**config.mk**
```make
export PLATFORM = sky130hd
export DESIGN_NAME = conditional_output_channel_controller
export DESIGN_NICKNAME = d
export VERILOG_FILES = /design/src/rtl/cocc_pkg.sv /design/src/rtl/cocc_dp.sv /design/src/rtl/cocc_ctrl.sv /design/src/rtl/conditional_output_channel_controller.sv
export SDC_FILE = /design/constraint.sdc
export NUM_CORES = 2
export LEC_CHECK = 0
export ABC_AREA = 1
export BUFFER_PORTS_ARGS = -buffer_cell sky130_fd_sc_hd__buf_2
export CORE_MARGIN = 5
export CORE_UTILIZATION = 45
export DETAILED_ROUTE_END_ITERATION = 10
export GPL_TIMING_DRIVEN = 0
export PLACE_DENSITY = 0.61
export REMOVE_ABC_BUFFERS = 1
export SLEW_MARGIN = 20
export SYNTH_ARGS = -nofsm -noshare
export SYNTH_HDL_FRONTEND = slang
export SYNTH_HIERARCHICAL = 1
export SYNTH_SLANG_ARGS = --single-unit
```
**constraint.sdc**
```tcl
create_clock -name clk -period 17.09 [get_ports clk]
set_clock_uncertainty 0.1 [all_clocks]
set_input_delay 2.5635 -clock clk [delete_from_list [all_inputs] [get_ports clk]]
set_output_delay 2.5635 -clock clk [all_outputs]
set_load 0.05 [all_outputs]
```
**src/rtl/cocc_pkg.sv**
```systemverilog
// shared constants, codes and controller/datapath interface types
`timescale 1ns / 1ps
`default_nettype none
package cocc_pkg;

  // channel count and sensor sample width
  localparam int NUM_CHANNELS = 6;
  localparam int SAMPLE_BITS  = 10;

  // fixed field widths
  localparam int OP_W     = 3;
  localparam int CH_W     = 3;
  localparam int RULE_W   = 3;
  localparam int DATA_W   = 32;
  localparam int SAMPLE_W = 10;
  localparam int LEFT_W   = 10;

  // channel record index width
  localparam int IDX_W = (NUM_CHANNELS > 1) ? $clog2(NUM_CHANNELS) : 1;

  // divide by 1000 through reciprocal multiply, exact for any 32-bit value
  localparam int                 MS_PER_SEC = 1000;
  localparam logic [DATA_W-1:0]  DIV_MAGIC  = 32'h10624DD3;
  localparam int                 DIV_SHIFT  = 38;
  localparam int                 Q_W        = 23;

  // mask applied to the analog sample
  localparam logic [SAMPLE_W-1:0] SAMPLE_MASK =
    SAMPLE_W'((33'd1 << SAMPLE_BITS) - 33'd1);

  // operation codes
  typedef enum logic [OP_W-1:0] {
    OP_EVAL   = 3'd0,
    OP_SET    = 3'd1,
    OP_TOGGLE = 3'd2,
    OP_KILL   = 3'd3,
    OP_READ   = 3'd4
  } op_t;

  // rule codes
  localparam logic [RULE_W-1:0] RULE_TIMER  = 3'd0;
  localparam logic [RULE_W-1:0] RULE_PULSE  = 3'd1;
  localparam logic [RULE_W-1:0] RULE_RISING = 3'd2;
  localparam logic [RULE_W-1:0] RULE_ABOVE  = 3'd3;
  localparam logic [RULE_W-1:0] RULE_BELOW  = 3'd4;

  // controller to datapath commands
  typedef struct packed {
    logic capture;
    logic load;
    logic exec;
    logic pin;
    logic elap;
    logic mul;
    logic apply;
    logic check;
    logic respond;
    logic phase;
  } cocc_cmd_t;

  // datapath to controller status
  typedef struct packed {
    logic op_eval;
    logic in_range;
    logic enabled;
    logic on_off;
    logic rule_timer;
    logic out_free;
  } cocc_stat_t;

endpackage
`default_nettype wire

```
**src/rtl/cocc_dp.sv**
```systemverilog
// datapath: channel records, working copy, rule arithmetic and result register
`timescale 1ns / 1ps
`default_nettype none
module cocc_dp (
  input  wire logic                          clk,
  input  wire logic                          rst_n,
  input  wire cocc_pkg::cocc_cmd_t           cmd,
  output cocc_pkg::cocc_stat_t               stat,
  input  wire logic [cocc_pkg::OP_W-1:0]     in_op,
  input  wire logic [cocc_pkg::CH_W-1:0]     in_channel,
  input  wire logic [cocc_pkg::DATA_W-1:0]   in_now_ms,
  input  wire logic                          in_pin_level,
  input  wire logic [cocc_pkg::SAMPLE_W-1:0] in_analog_sample,
  input  wire logic [cocc_pkg::RULE_W-1:0]   in_cond_on,
  input  wire logic [cocc_pkg::RULE_W-1:0]   in_cond_off,
  input  wire logic [cocc_pkg::DATA_W-1:0]   in_value_on,
  input  wire logic [cocc_pkg::DATA_W-1:0]   in_value_off,
  input  wire logic                          in_initial_state,
  output logic                               out_valid,
  input  wire logic                          out_ready,
  output logic [cocc_pkg::CH_W-1:0]          out_channel_out,
  output logic                               out_active,
  output logic                               out_out_level,
  output logic                               out_cur_state,
  output logic [cocc_pkg::RULE_W-1:0]        out_rule_on,
  output logic [cocc_pkg::RULE_W-1:0]        out_rule_off,
  output logic [cocc_pkg::DATA_W-1:0]        out_target_on,
  output logic [cocc_pkg::DATA_W-1:0]        out_target_off,
  output logic [cocc_pkg::DATA_W-1:0]        out_progress
);

  localparam int NCH = cocc_pkg::NUM_CHANNELS;
  localparam int DW  = cocc_pkg::DATA_W;
  localparam int RW  = cocc_pkg::RULE_W;
  localparam int LW  = cocc_pkg::LEFT_W;
  localparam logic [DW-1:0] SAT_MAX = '1;

  // channel record store
  logic          en_mem   [NCH];
  logic          onoff_mem[NCH];
  logic [RW-1:0] ron_mem  [NCH];
  logic [RW-1:0] roff_mem [NCH];
  logic [DW-1:0] ton_mem  [NCH];
  logic [DW-1:0] toff_mem [NCH];
  logic [DW-1:0] prog_mem [NCH];
  logic [DW-1:0] last_mem [NCH];
  logic [LW-1:0] left_mem [NCH];
  logic          lvl_mem  [NCH];
  logic          pin_mem  [NCH];

  // captured request
  logic [cocc_pkg::OP_W-1:0]     op_r;
  logic [cocc_pkg::CH_W-1:0]     ch_r;
  logic [DW-1:0]                 now_r;
  logic                          lvl_r;
  logic [cocc_pkg::SAMPLE_W-1:0] smp_r;
  logic [RW-1:0]                 con_r;
  logic [RW-1:0]                 coff_r;
  logic [DW-1:0]                 von_r;
  logic [DW-1:0]                 voff_r;
  logic                          init_r;

  // working copy of the addressed channel
  logic          w_en_r;
  logic          w_onoff_r;
  logic [RW-1:0] w_ron_r;
  logic [RW-1:0] w_roff_r;
  logic [DW-1:0] w_ton_r;
  logic [DW-1:0] w_toff_r;
  logic [DW-1:0] w_prog_r;
  logic [DW-1:0] w_last_r;
  logic [LW-1:0] w_left_r;
  logic          w_lvl_r;
  logic          w_pin_r;

  // timer arithmetic pipeline
  logic [DW-1:0]   elap_r;
  logic [2*DW-1:0] prod_r;

  logic                          out_valid_r;
  logic [cocc_pkg::IDX_W-1:0]    idx;
  logic                          in_range;
  logic [RW-1:0]                 rule_sel;
  logic [DW-1:0]                 tgt_sel;
  logic [cocc_pkg::Q_W-1:0]      q;
  logic [DW-1:0]                 q_ms;
  logic [LW-1:0]                 rem;
  logic [DW:0]                   sum_q;
  logic [DW:0]                   sum_1;
  logic [DW-1:0]                 sat_q;
  logic [DW-1:0]                 sat_1;
  logic [DW:0]                   twice;
  logic [DW:0]                   diff;
  logic [cocc_pkg::SAMPLE_W-1:0] smp;
  logic [DW-1:0]                 a_prog;
  logic [DW-1:0]                 a_last;
  logic [LW-1:0]                 a_left;
  logic                          a_lvl;
  logic                          hit;

  assign idx      = cocc_pkg::IDX_W'(ch_r);
  assign in_range = (int'(ch_r) < NCH);
  assign smp      = smp_r & cocc_pkg::SAMPLE_MASK;
  assign rule_sel = cmd.phase ? w_roff_r : w_ron_r;
  assign tgt_sel  = cmd.phase ? w_toff_r : w_ton_r;

  // status toward the controller
  assign stat.op_eval    = (op_r == cocc_pkg::OP_EVAL);
  assign stat.in_range   = in_range;
  assign stat.enabled    = w_en_r;
  assign stat.on_off     = w_onoff_r;
  assign stat.rule_timer = (rule_sel == cocc_pkg::RULE_TIMER);
  assign stat.out_free   = !out_valid_r || out_ready;

  // quotient and remainder of elapsed time by one second
  assign q     = prod_r[cocc_pkg::DIV_SHIFT +: cocc_pkg::Q_W];
  assign q_ms  = DW'(q) * DW'(cocc_pkg::MS_PER_SEC);
  assign rem   = elap_r[LW-1:0] - q_ms[LW-1:0];

  // saturating progress increments
  assign sum_q = {1'b0, w_prog_r} + {1'b0, DW'(q)};
  assign sum_1 = {1'b0, w_prog_r} + (DW+1)'(1);
  assign sat_q = sum_q[DW] ? SAT_MAX : sum_q[DW-1:0];
  assign sat_1 = sum_1[DW] ? SAT_MAX : sum_1[DW-1:0];

  // below-threshold progress
  assign twice = {tgt_sel, 1'b0};
  assign diff  = twice - (DW+1)'(smp);

  // rule update of progress and timing state
  always_comb begin
    a_prog = w_prog_r;
    a_last = w_last_r;
    a_left = w_left_r;
    a_lvl  = w_lvl_r;
    unique case (rule_sel)
      cocc_pkg::RULE_TIMER: begin
        if (elap_r >= DW'(cocc_pkg::MS_PER_SEC)) begin
          a_last = now_r;
          a_left = rem;
          a_prog = sat_q;
        end
      end
      cocc_pkg::RULE_PULSE, cocc_pkg::RULE_RISING: begin
        if (lvl_r && !w_lvl_r) begin
          a_lvl = 1'b1;
          if (rule_sel == cocc_pkg::RULE_RISING) a_prog = sat_1;
        end else if (!lvl_r && w_lvl_r) begin
          a_lvl = 1'b0;
          if (rule_sel == cocc_pkg::RULE_PULSE) a_prog = sat_1;
        end
      end
      cocc_pkg::RULE_ABOVE: begin
        a_prog = DW'(smp);
      end
      cocc_pkg::RULE_BELOW: begin
        if (twice <= (DW+1)'(smp)) begin
          a_prog = '0;
        end else if (diff[DW]) begin
          a_prog = SAT_MAX;
        end else begin
          a_prog = diff[DW-1:0];
        end
      end
      default: begin
        a_prog = w_prog_r;
      end
    endcase
  end

  // target reached
  assign hit = (w_prog_r >= tgt_sel);

  // request capture
  always_ff @(posedge clk) begin
    if (cmd.capture) begin
      op_r   <= in_op;
      ch_r   <= in_channel;
      now_r  <= in_now_ms;
      lvl_r  <= in_pin_level;
      smp_r  <= in_analog_sample;
      con_r  <= in_cond_on;
      coff_r <= in_cond_off;
      von_r  <= in_value_on;
      voff_r <= in_value_off;
      init_r <= in_initial_state;
    end
  end

  // working copy: load, operation, rule steps
  always_ff @(posedge clk) begin
    if (cmd.load) begin
      w_en_r    <= en_mem[idx];
      w_onoff_r <= onoff_mem[idx];
      w_ron_r   <= ron_mem[idx];
      w_roff_r  <= roff_mem[idx];
      w_ton_r   <= ton_mem[idx];
      w_toff_r  <= toff_mem[idx];
      w_prog_r  <= prog_mem[idx];
      w_last_r  <= last_mem[idx];
      w_left_r  <= left_mem[idx];
      w_lvl_r   <= lvl_mem[idx];
      w_pin_r   <= pin_mem[idx];
    end else if (cmd.exec) begin
      unique case (op_r)
        cocc_pkg::OP_SET: begin
          w_en_r    <= 1'b1;
          w_ron_r   <= con_r;
          w_roff_r  <= coff_r;
          w_ton_r   <= von_r;
          w_toff_r  <= voff_r;
          w_onoff_r <= init_r;
          w_prog_r  <= '0;
          w_last_r  <= now_r;
          w_left_r  <= '0;
          w_lvl_r   <= 1'b0;
        end
        cocc_pkg::OP_TOGGLE: begin
          w_prog_r  <= '0;
          w_onoff_r <= !w_onoff_r;
          w_lvl_r   <= 1'b0;
          w_last_r  <= now_r;
        end
        cocc_pkg::OP_KILL: begin
          w_en_r    <= 1'b0;
          w_onoff_r <= 1'b0;
          w_ron_r   <= '0;
          w_roff_r  <= '0;
          w_ton_r   <= '0;
          w_toff_r  <= '0;
          w_prog_r  <= '0;
          w_last_r  <= now_r;
          w_left_r  <= '0;
          w_lvl_r   <= 1'b0;
          w_pin_r   <= 1'b0;
        end
        default: begin
          w_en_r <= w_en_r;
        end
      endcase
    end else if (cmd.pin) begin
      w_pin_r <= w_onoff_r;
    end else if (cmd.apply) begin
      w_prog_r <= a_prog;
      w_last_r <= a_last;
      w_left_r <= a_left;
      w_lvl_r  <= a_lvl;
    end else if (cmd.check && hit) begin
      w_onoff_r <= !cmd.phase;
      w_prog_r  <= '0;
      w_last_r  <= now_r;
      w_left_r  <= '0;
      w_lvl_r   <= 1'b0;
    end
  end

  // elapsed time and reciprocal product
  always_ff @(posedge clk) begin
    if (cmd.elap) begin
      elap_r <= now_r + DW'(w_left_r) - w_last_r;
    end
    if (cmd.mul) begin
      prod_r <= (2*DW)'(elap_r) * (2*DW)'(cocc_pkg::DIV_MAGIC);
    end
  end

  // channel store write-back
  always_ff @(posedge clk) begin
    if (!rst_n) begin
      for (int i = 0; i < NCH; i++) begin
        en_mem[i]    <= 1'b0;
        onoff_mem[i] <= 1'b0;
        ron_mem[i]   <= '0;
        roff_mem[i]  <= '0;
        ton_mem[i]   <= '0;
        toff_mem[i]  <= '0;
        prog_mem[i]  <= '0;
        last_mem[i]  <= '0;
        left_mem[i]  <= '0;
        lvl_mem[i]   <= 1'b0;
        pin_mem[i]   <= 1'b0;
      end
    end else if (cmd.respond && in_range) begin
      en_mem[idx]    <= w_en_r;
      onoff_mem[idx] <= w_onoff_r;
      ron_mem[idx]   <= w_ron_r;
      roff_mem[idx]  <= w_roff_r;
      ton_mem[idx]   <= w_ton_r;
      toff_mem[idx]  <= w_toff_r;
      prog_mem[idx]  <= w_prog_r;
      last_mem[idx]  <= w_last_r;
      left_mem[idx]  <= w_left_r;
      lvl_mem[idx]   <= w_lvl_r;
      pin_mem[idx]   <= w_pin_r;
    end
  end

  // result valid flag
  always_ff @(posedge clk) begin
    if (!rst_n) begin
      out_valid_r <= 1'b0;
    end else if (cmd.respond) begin
      out_valid_r <= 1'b1;
    end else if (out_ready) begin
      out_valid_r <= 1'b0;
    end
  end

  // result payload: channel echoed, other fields zero for a channel out of range
  always_ff @(posedge clk) begin
    if (cmd.respond) begin
      out_channel_out <= ch_r;
      out_active      <= in_range && w_en_r;
      out_out_level   <= in_range && w_pin_r;
      out_cur_state   <= in_range && w_onoff_r;
      out_rule_on     <= in_range ? w_ron_r  : '0;
      out_rule_off    <= in_range ? w_roff_r : '0;
      out_target_on   <= in_range ? w_ton_r  : '0;
      out_target_off  <= in_range ? w_toff_r : '0;
      out_progress    <= in_range ? w_prog_r : '0;
    end
  end

  assign out_valid = out_valid_r;

endmodule
`default_nettype wire

```
**src/rtl/cocc_ctrl.sv**
```systemverilog
// controller: sequences one request through load, operation and rule passes
`timescale 1ns / 1ps
`default_nettype none
module cocc_ctrl (
  input  wire logic                 clk,
  input  wire logic                 rst_n,
  input  wire logic                 in_valid,
  output logic                      in_ready,
  input  wire cocc_pkg::cocc_stat_t stat,
  output cocc_pkg::cocc_cmd_t       cmd
);

  typedef enum logic [3:0] {
    S_IDLE,
    S_LOAD,
    S_EXEC,
    S_PIN,
    S_SEL,
    S_ELAP,
    S_MUL,
    S_APPLY,
    S_CHECK,
    S_RESP
  } state_t;

  state_t state_r;
  logic   phase_r;

  assign in_ready = (state_r == S_IDLE);

  // commands decoded from state
  always_comb begin
    cmd         = '0;
    cmd.phase   = phase_r;
    cmd.capture = (state_r == S_IDLE) && in_valid;
    cmd.load    = (state_r == S_LOAD);
    cmd.exec    = (state_r == S_EXEC);
    cmd.pin     = (state_r == S_PIN) && stat.enabled;
    cmd.elap    = (state_r == S_ELAP);
    cmd.mul     = (state_r == S_MUL);
    cmd.apply   = (state_r == S_APPLY);
    cmd.check   = (state_r == S_CHECK);
    cmd.respond = (state_r == S_RESP) && stat.out_free;
  end

  // state and rule phase
  always_ff @(posedge clk) begin
    if (!rst_n) begin
      state_r <= S_IDLE;
      phase_r <= 1'b0;
    end else begin
      unique case (state_r)
        S_IDLE: begin
          if (in_valid) state_r <= S_LOAD;
        end
        S_LOAD: begin
          phase_r <= 1'b0;
          priority if (!stat.in_range) state_r <= S_RESP;
          else if (stat.op_eval)       state_r <= S_PIN;
          else                         state_r <= S_EXEC;
        end
        S_EXEC: begin
          state_r <= S_RESP;
        end
        S_PIN: begin
          state_r <= stat.enabled ? S_SEL : S_RESP;
        end
        // turn-on pass applies when off, turn-off pass when on
        S_SEL: begin
          priority if (stat.on_off == phase_r) begin
            state_r <= stat.rule_timer ? S_ELAP : S_APPLY;
          end else if (!phase_r) begin
            phase_r <= 1'b1;
          end else begin
            state_r <= S_RESP;
          end
        end
        S_ELAP: begin
          state_r <= S_MUL;
        end
        S_MUL: begin
          state_r <= S_APPLY;
        end
        S_APPLY: begin
          state_r <= S_CHECK;
        end
        S_CHECK: begin
          if (!phase_r) begin
            phase_r <= 1'b1;
            state_r <= S_SEL;
          end else begin
            state_r <= S_RESP;
          end
        end
        S_RESP: begin
          if (stat.out_free) state_r <= S_IDLE;
        end
        default: begin
          state_r <= S_IDLE;
        end
      endcase
    end
  end

endmodule
`default_nettype wire

```
**src/rtl/conditional_output_channel_controller.sv**
```systemverilog
// top level: six-channel conditional output controller, one request at a time
// read, set, toggle, kill: request loaded, operation applied, then the result registered
// channel out of range: the load step goes straight to the result
// evaluate: pin update, then up to two rule passes of up to five steps each,
// a timer pass running elapsed add, reciprocal multiply by 1/1000, update and compare
// synchronous active-low reset clears every channel record and drives all pins low
`timescale 1ns / 1ps
`default_nettype none
module conditional_output_channel_controller (
  input  wire logic                          clk,
  input  wire logic                          rst_n,
  input  wire logic                          in_valid,
  output logic                               in_ready,
  input  wire logic [cocc_pkg::OP_W-1:0]     in_op,
  input  wire logic [cocc_pkg::CH_W-1:0]     in_channel,
  input  wire logic [cocc_pkg::DATA_W-1:0]   in_now_ms,
  input  wire logic                          in_pin_level,
  input  wire logic [cocc_pkg::SAMPLE_W-1:0] in_analog_sample,
  input  wire logic [cocc_pkg::RULE_W-1:0]   in_cond_on,
  input  wire logic [cocc_pkg::RULE_W-1:0]   in_cond_off,
  input  wire logic [cocc_pkg::DATA_W-1:0]   in_value_on,
  input  wire logic [cocc_pkg::DATA_W-1:0]   in_value_off,
  input  wire logic                          in_initial_state,
  output logic                               out_valid,
  input  wire logic                          out_ready,
  output logic [cocc_pkg::CH_W-1:0]          out_channel_out,
  output logic                               out_active,
  output logic                               out_out_level,
  output logic                               out_cur_state,
  output logic [cocc_pkg::RULE_W-1:0]        out_rule_on,
  output logic [cocc_pkg::RULE_W-1:0]        out_rule_off,
  output logic [cocc_pkg::DATA_W-1:0]        out_target_on,
  output logic [cocc_pkg::DATA_W-1:0]        out_target_off,
  output logic [cocc_pkg::DATA_W-1:0]        out_progress
);

  cocc_pkg::cocc_cmd_t  cmd;
  cocc_pkg::cocc_stat_t stat;

  // sequencer
  cocc_ctrl u_ctrl (
    .clk      (clk),
    .rst_n    (rst_n),
    .in_valid (in_valid),
    .in_ready (in_ready),
    .stat     (stat),
    .cmd      (cmd)
  );

  // channel records and arithmetic
  cocc_dp u_dp (
    .clk              (clk),
    .rst_n            (rst_n),
    .cmd              (cmd),
    .stat             (stat),
    .in_op            (in_op),
    .in_channel       (in_channel),
    .in_now_ms        (in_now_ms),
    .in_pin_level     (in_pin_level),
    .in_analog_sample (in_analog_sample),
    .in_cond_on       (in_cond_on),
    .in_cond_off      (in_cond_off),
    .in_value_on      (in_value_on),
    .in_value_off     (in_value_off),
    .in_initial_state (in_initial_state),
    .out_valid        (out_valid),
    .out_ready        (out_ready),
    .out_channel_out  (out_channel_out),
    .out_active       (out_active),
    .out_out_level    (out_out_level),
    .out_cur_state    (out_cur_state),
    .out_rule_on      (out_rule_on),
    .out_rule_off     (out_rule_off),
    .out_target_on    (out_target_on),
    .out_target_off   (out_target_off),
    .out_progress     (out_progress)
  );

endmodule
`default_nettype wire

```
# Yosys cells after proc, flatten, opt, wreduce, memory -nomap -nowiden
# Memory sizes are Yosys's and may differ from the RTL's. A register that Yosys moved wholly into a read port is not among the register bits.
# Cells that the tools add are included.
# op_classes
addsub,6
mul,2
n_lt_le_gt_ge,4
n_eq_ne,36
n_mux,130
reduce_logical,49
# op_table
op,count
$mux 32,32
$pmux 32 s2,2
$pmux 32 s4,1
$reduce_or 32->1,4
$mux 10,9
$mux 3,29
$mul 32x29->61 const B,1
$mux 1,43
$pmux 4 s10,1
$add 32x1->33 const B,1
$add 32x23->33,1
$le 33x10->1,1
$sub 33x10->33,1
$add 32x10->32,1
$ge 32x10->1 const B,1
$ge 32x32->1,1
$sub 32x32->32,1
$mux 4,7
$mul 23x7->7 const B,1
$eq 4x3->1 const B,4
$reduce_and 5->1,3
$eq 3x2->1 const B,4
$ne 3x1->1 const B,4
$ne 4x1->1 const B,3
other kinds (36),71
# totals
ff_bits,475
ram_bits,888
inputBits,124
output_inout_bits,110
word_cells,273
n_memories,11
# mem_list
memory,depth,width,read_ports,rd_clocked_by_memory_dff,wr,line_no,source
u_dp.last_mem,6,32,1,1,6,cocc_dp.sv:46,logic [DW-1:0] last_mem [NCH];
u_dp.prog_mem,6,32,1,1,6,cocc_dp.sv:45,logic [DW-1:0] prog_mem [NCH];
u_dp.toff_mem,6,32,1,1,6,cocc_dp.sv:44,logic [DW-1:0] toff_mem [NCH];
u_dp.ton_mem,6,32,1,1,6,cocc_dp.sv:43,logic [DW-1:0] ton_mem [NCH];
u_dp.left_mem,6,10,1,1,6,cocc_dp.sv:47,logic [LW-1:0] left_mem [NCH];
u_dp.roff_mem,6,3,1,1,6,cocc_dp.sv:42,logic [RW-1:0] roff_mem [NCH];
5 more memories,-,-,-,-,-,-,

# Longest topological paths before layout
# logic_depth
ltp_word,10
ltp_mapped,29
depth_no_buf,29

# Modules after synthesis
# The synthesis kept the hierarchy.
# modules_own_cells
module,instances,cells_per_inst,area_per_inst_um2,seq_area_each_um2
cocc_dp,1,8794,89733.6,48376.4
cocc_ctrl,1,81,450.4,100.1

# Worst setup path before layout
# No wires, ideal clock.
# synth_path
kind,input port to flip-flop
start,in out_ready
end,"mem u_dp/last_mem[1][0] (netlist bit), enable pin"
setup_ns,0.511
arrival_time_ns,18.055
required_time_ns,16.479
slack_ns,-1.576
stages,11
path_buffers,1
path_cell_list,inv_1 -> nand2_1 -> inv_1 -> nor4_1 -> inv_1 -> nor3_1 -> clkinv_1 -> nor3_1 -> nand2_1 -> clkbuf_1 -> nand2_1
# synth_lines
item,line_no,source
"start, declared",conditional_output_channel_controller.sv:25,"input wire logic out_ready,"
"end, declared",cocc_dp.sv:46,

==> results.cfg <==
[global_routing]
grt_use_total = 0.2514
antenna_found_initial = 5
globalRouteOverflowTotal = 0
grt_pass1_vias = 66690
grt_max_degree = 129
grt_pass1_wl_mm = 404.2

[floorplan]
die_h_um = 457.7
ioPinCount = 234
start_util = 0.4517
rows = 164
die-area_sq_um = 209500
die_x_um = 457.7
core_area_sq_um = 199700

[clock_tree]
tritoncts = built
cts_buffer_depth = 3
clock_sinks = 1624
post_cts_resized = 0
h-tree-depth = 4
path_clk_slew_ns = 0.06
worstSkewPairLatency_ns = 0.80
cts-root-buf = clkbuf_16
cts_setup_buffers = 0
tritoncts.num_buffers = 165
cts_hold_buffers = 0

[sta]
hold_ws_ns = 0.3521
min_period_ns = 7.651
fin_crit_sh = 0.4477
drv_slew = 0
tightest_slew_ns = 1.233
maxSlewHeadroom = 0.1694
fmax_ghz = 0.1307
hold_viol_final = 0
tns_ns = 0
rsz0062_at_grt = no
finalSetupViolations = 0

[setup_path]
crit_chain = buf_2, inv_1, nand2_1, inv_1, nor4_2, buf_2, buf_2, inv_1, nor3_1, clkinv_4, buf_16, nor3_1, nand2_4, buf_12, buf_16, nand2_4, buf_12, buf_12, buf_16
critPathLaunchType = input port
crit_path_end = u_dp/last_mem[0][25]$_SDFFCE_PN0P_
critPathSlowestCell = nor3_1
rrSetupSlack_ns = 9.53
critical_path_class = in -> reg
cp-end-kind = register
r2r_start = u_dp/elap_r[24]$_DFFE_PP_
rr_worst_depth = 24
critPathRequiredTime_ns = 17.46
critPathMaxFanout = 39
slowest_delay_ns = 0.60
r2r-end = u_dp/prod_r[46]$_DFFE_PP_
startpoint = out_ready
arrival_ns = 8.02

[synth]
netlist.area_leader.share = 0.5311
ys_types = 56
syn-instance-count = 8875
ys_seq_elements = 1624
synth_enable_flop_cells = 1595
avgSynthCellArea_sq_um = 10.16
yosys_warnings = 6
synth_largest_area_cell = edfxtp_1
async_flop_share = 0
syn_area_sq_um = 90180
yosysSeqAreaShare = 0.5375
synth_ff_type = edfxtp_1
synth_area_leaders = edfxtp_1 (53%), nor2_1 (7.7%), ha_1 (7.5%)

[route]
wire_per_inst_um = 22.26
post-route-drc-count = 0
vias_per_cell = 5.487
drtAntennaViolNets = 0
drt-pass1-iter-count = 8
detailedRoute.firstIterationViolations = 6031
vias = 66350
wirelength_mm = 269.2

[layout]
post-route-util = 0.5124
nFillCells = 17920
layout_commonest_cell = nor2_1
final_cell_mix = nor2_1 (1854), edfxtp_1 (1595), inv_1 (1237), nand2_1 (861), o21ai_0 (798)
final_nets = 10280
layout-area-overhead-vs-synth_pct = 13.44
layout-drive-gt1-share = 0.07144
finalNonFillerCells = 12090

[placement]
hpwlAfterDp_mm = 181.4
gp_congestion = 0.9415
portBuffers = 233
place_inst = 11780

[pwr]
p_clk_frac = 0.267
p_leak_nw = 41.96
power.density_nw_per_um2 = 131.6
power.internal_w = 0.008364
switching_power_w = 0.005100
vdd_ir_drop_max_uv = 90.29
p_sw_frac = 0.3788
combPwrFrac = 0.368
total_power_w = 0.01346
pwr-share-seq = 0.365

[status]
status = complete, no violations

[hold_path]
hold_path.class = reg -> reg
hp-start = u_dp/ch_r[0]$_DFFE_PP_

[run]
maxCapViolations = 0
[cell type report]
class	instances	area [sq um]	share of cell area
diodes	1	2.502	0.00002446
clock buffers	218	4398	0.04299
clock inverters	90	937.1	0.009160
inverters	1255	4756	0.04648
multi-input cells	5893	36610	0.3579
flip-flops and latches	1624	48490	0.4740
well taps	2656	3323	0.03248
repair buffers	355	3789	0.03703
[cells in the mapped netlist (29+ instances only)]
master       n
nor2_1    1858
nand2_1    871
ha_1       544
xnor2_1     31
o221ai_1   214
xor2_1      66
nand3_1    261
clkbuf_1   342
nor3_1      53
o22ai_1     92
fa_1       314
dfxtp_1     29
edfxtp_1  1595
inv_1     1242
o21ai_0    802
o211ai_1    84
a21oi_1    196
[registers in the layout (all words and copies together) (netlist names), 10 cells and up, named ones only]
name,cells
u_dp/elap_r,32
u_dp/roff_mem,24
u_dp/voff_r,32
u_dp/w_toff_r,32
u_dp/toff_mem,256
u_dp/w_prog_r,32
u_dp/w_left_r,10
u_dp/left_mem,80
u_dp/now_r,32
u_dp/w_last_r,32
u_dp/ton_mem,256
u_dp/out_progress,32
u_dp/last_mem,256
u_dp/out_target_on,32
u_dp/prod_r,23
u_dp/ron_mem,24
u_dp/prog_mem,256
u_dp/smp,10
u_dp/w_ton_r,32
u_dp/out_target_off,32
u_dp/von_r,32
[power by group through the flow]
stage	clock network (W)	logic, W	registers (W)
floorplan	0	0.00315	0.00506
detailed placement	0	0.00490	0.00500
global placement	0	0.00470	0.00526
global route	0.00383	0.00551	0.00494
finish	0.00359	0.00495	0.00492
CTS	0.00365	0.00493	0.00492
[worst max-delay path: cells and delay by family]
kind          cells  cell delay [ns]
simple gates      6             2.32
buf+inv          13             3.03
[worst min-delay path by stage]
stage	to	depth (start not counted)
after floorplan	u_dp/out_channel_out[0]$_DFFE_PP_	0
after global placement	u_dp/out_channel_out[0]$_DFFE_PP_	0
after detailed placement	u_dp/out_channel_out[0]$_DFFE_PP_	0
after CTS	u_dp/out_channel_out[0]$_DFFE_PP_	0
after global routing	u_dp/out_channel_out[0]$_DFFE_PP_	0
final	u_dp/out_channel_out[0]$_DFFE_PP_	0
[cell families (layout without fill, tap and decap cells)]
logic type      Yosys count  after routing  synth area share
simple gates           3137           3137            0.1382
flops                  1624           1624            0.5375
other cells               1            297        0.00004158
xor+xnor                 97             97          0.009420
mux                       1              1         0.0001249
fa+ha+maj               858            858            0.1452
buf+inv                1653           1918           0.07042
compound gates         1504           1504           0.09910
[metal layers]
metal | GRT usage | up-vias | wire length, um
li1 | - | 30550 | -
met1 | 0.3419 | 32740 | 112900
met2 | 0.4183 | 2591 | 128000
met3 | 0.03416 | 470 | 18930
met4 | 0.08194 | 2 | 9320
met5 | 0 | - | 13
[per-stage QoR]
stage	setup slack [ns]	instance area (sq um)
detailed placement	8.677	96970
CTS	9.506	102300
global placement	-63.68	94140
global route	9.246	102300
finish	9.439	102300
floorplan	-12.63	89650
Note: power is estimated with default switching activity, not from simulation.
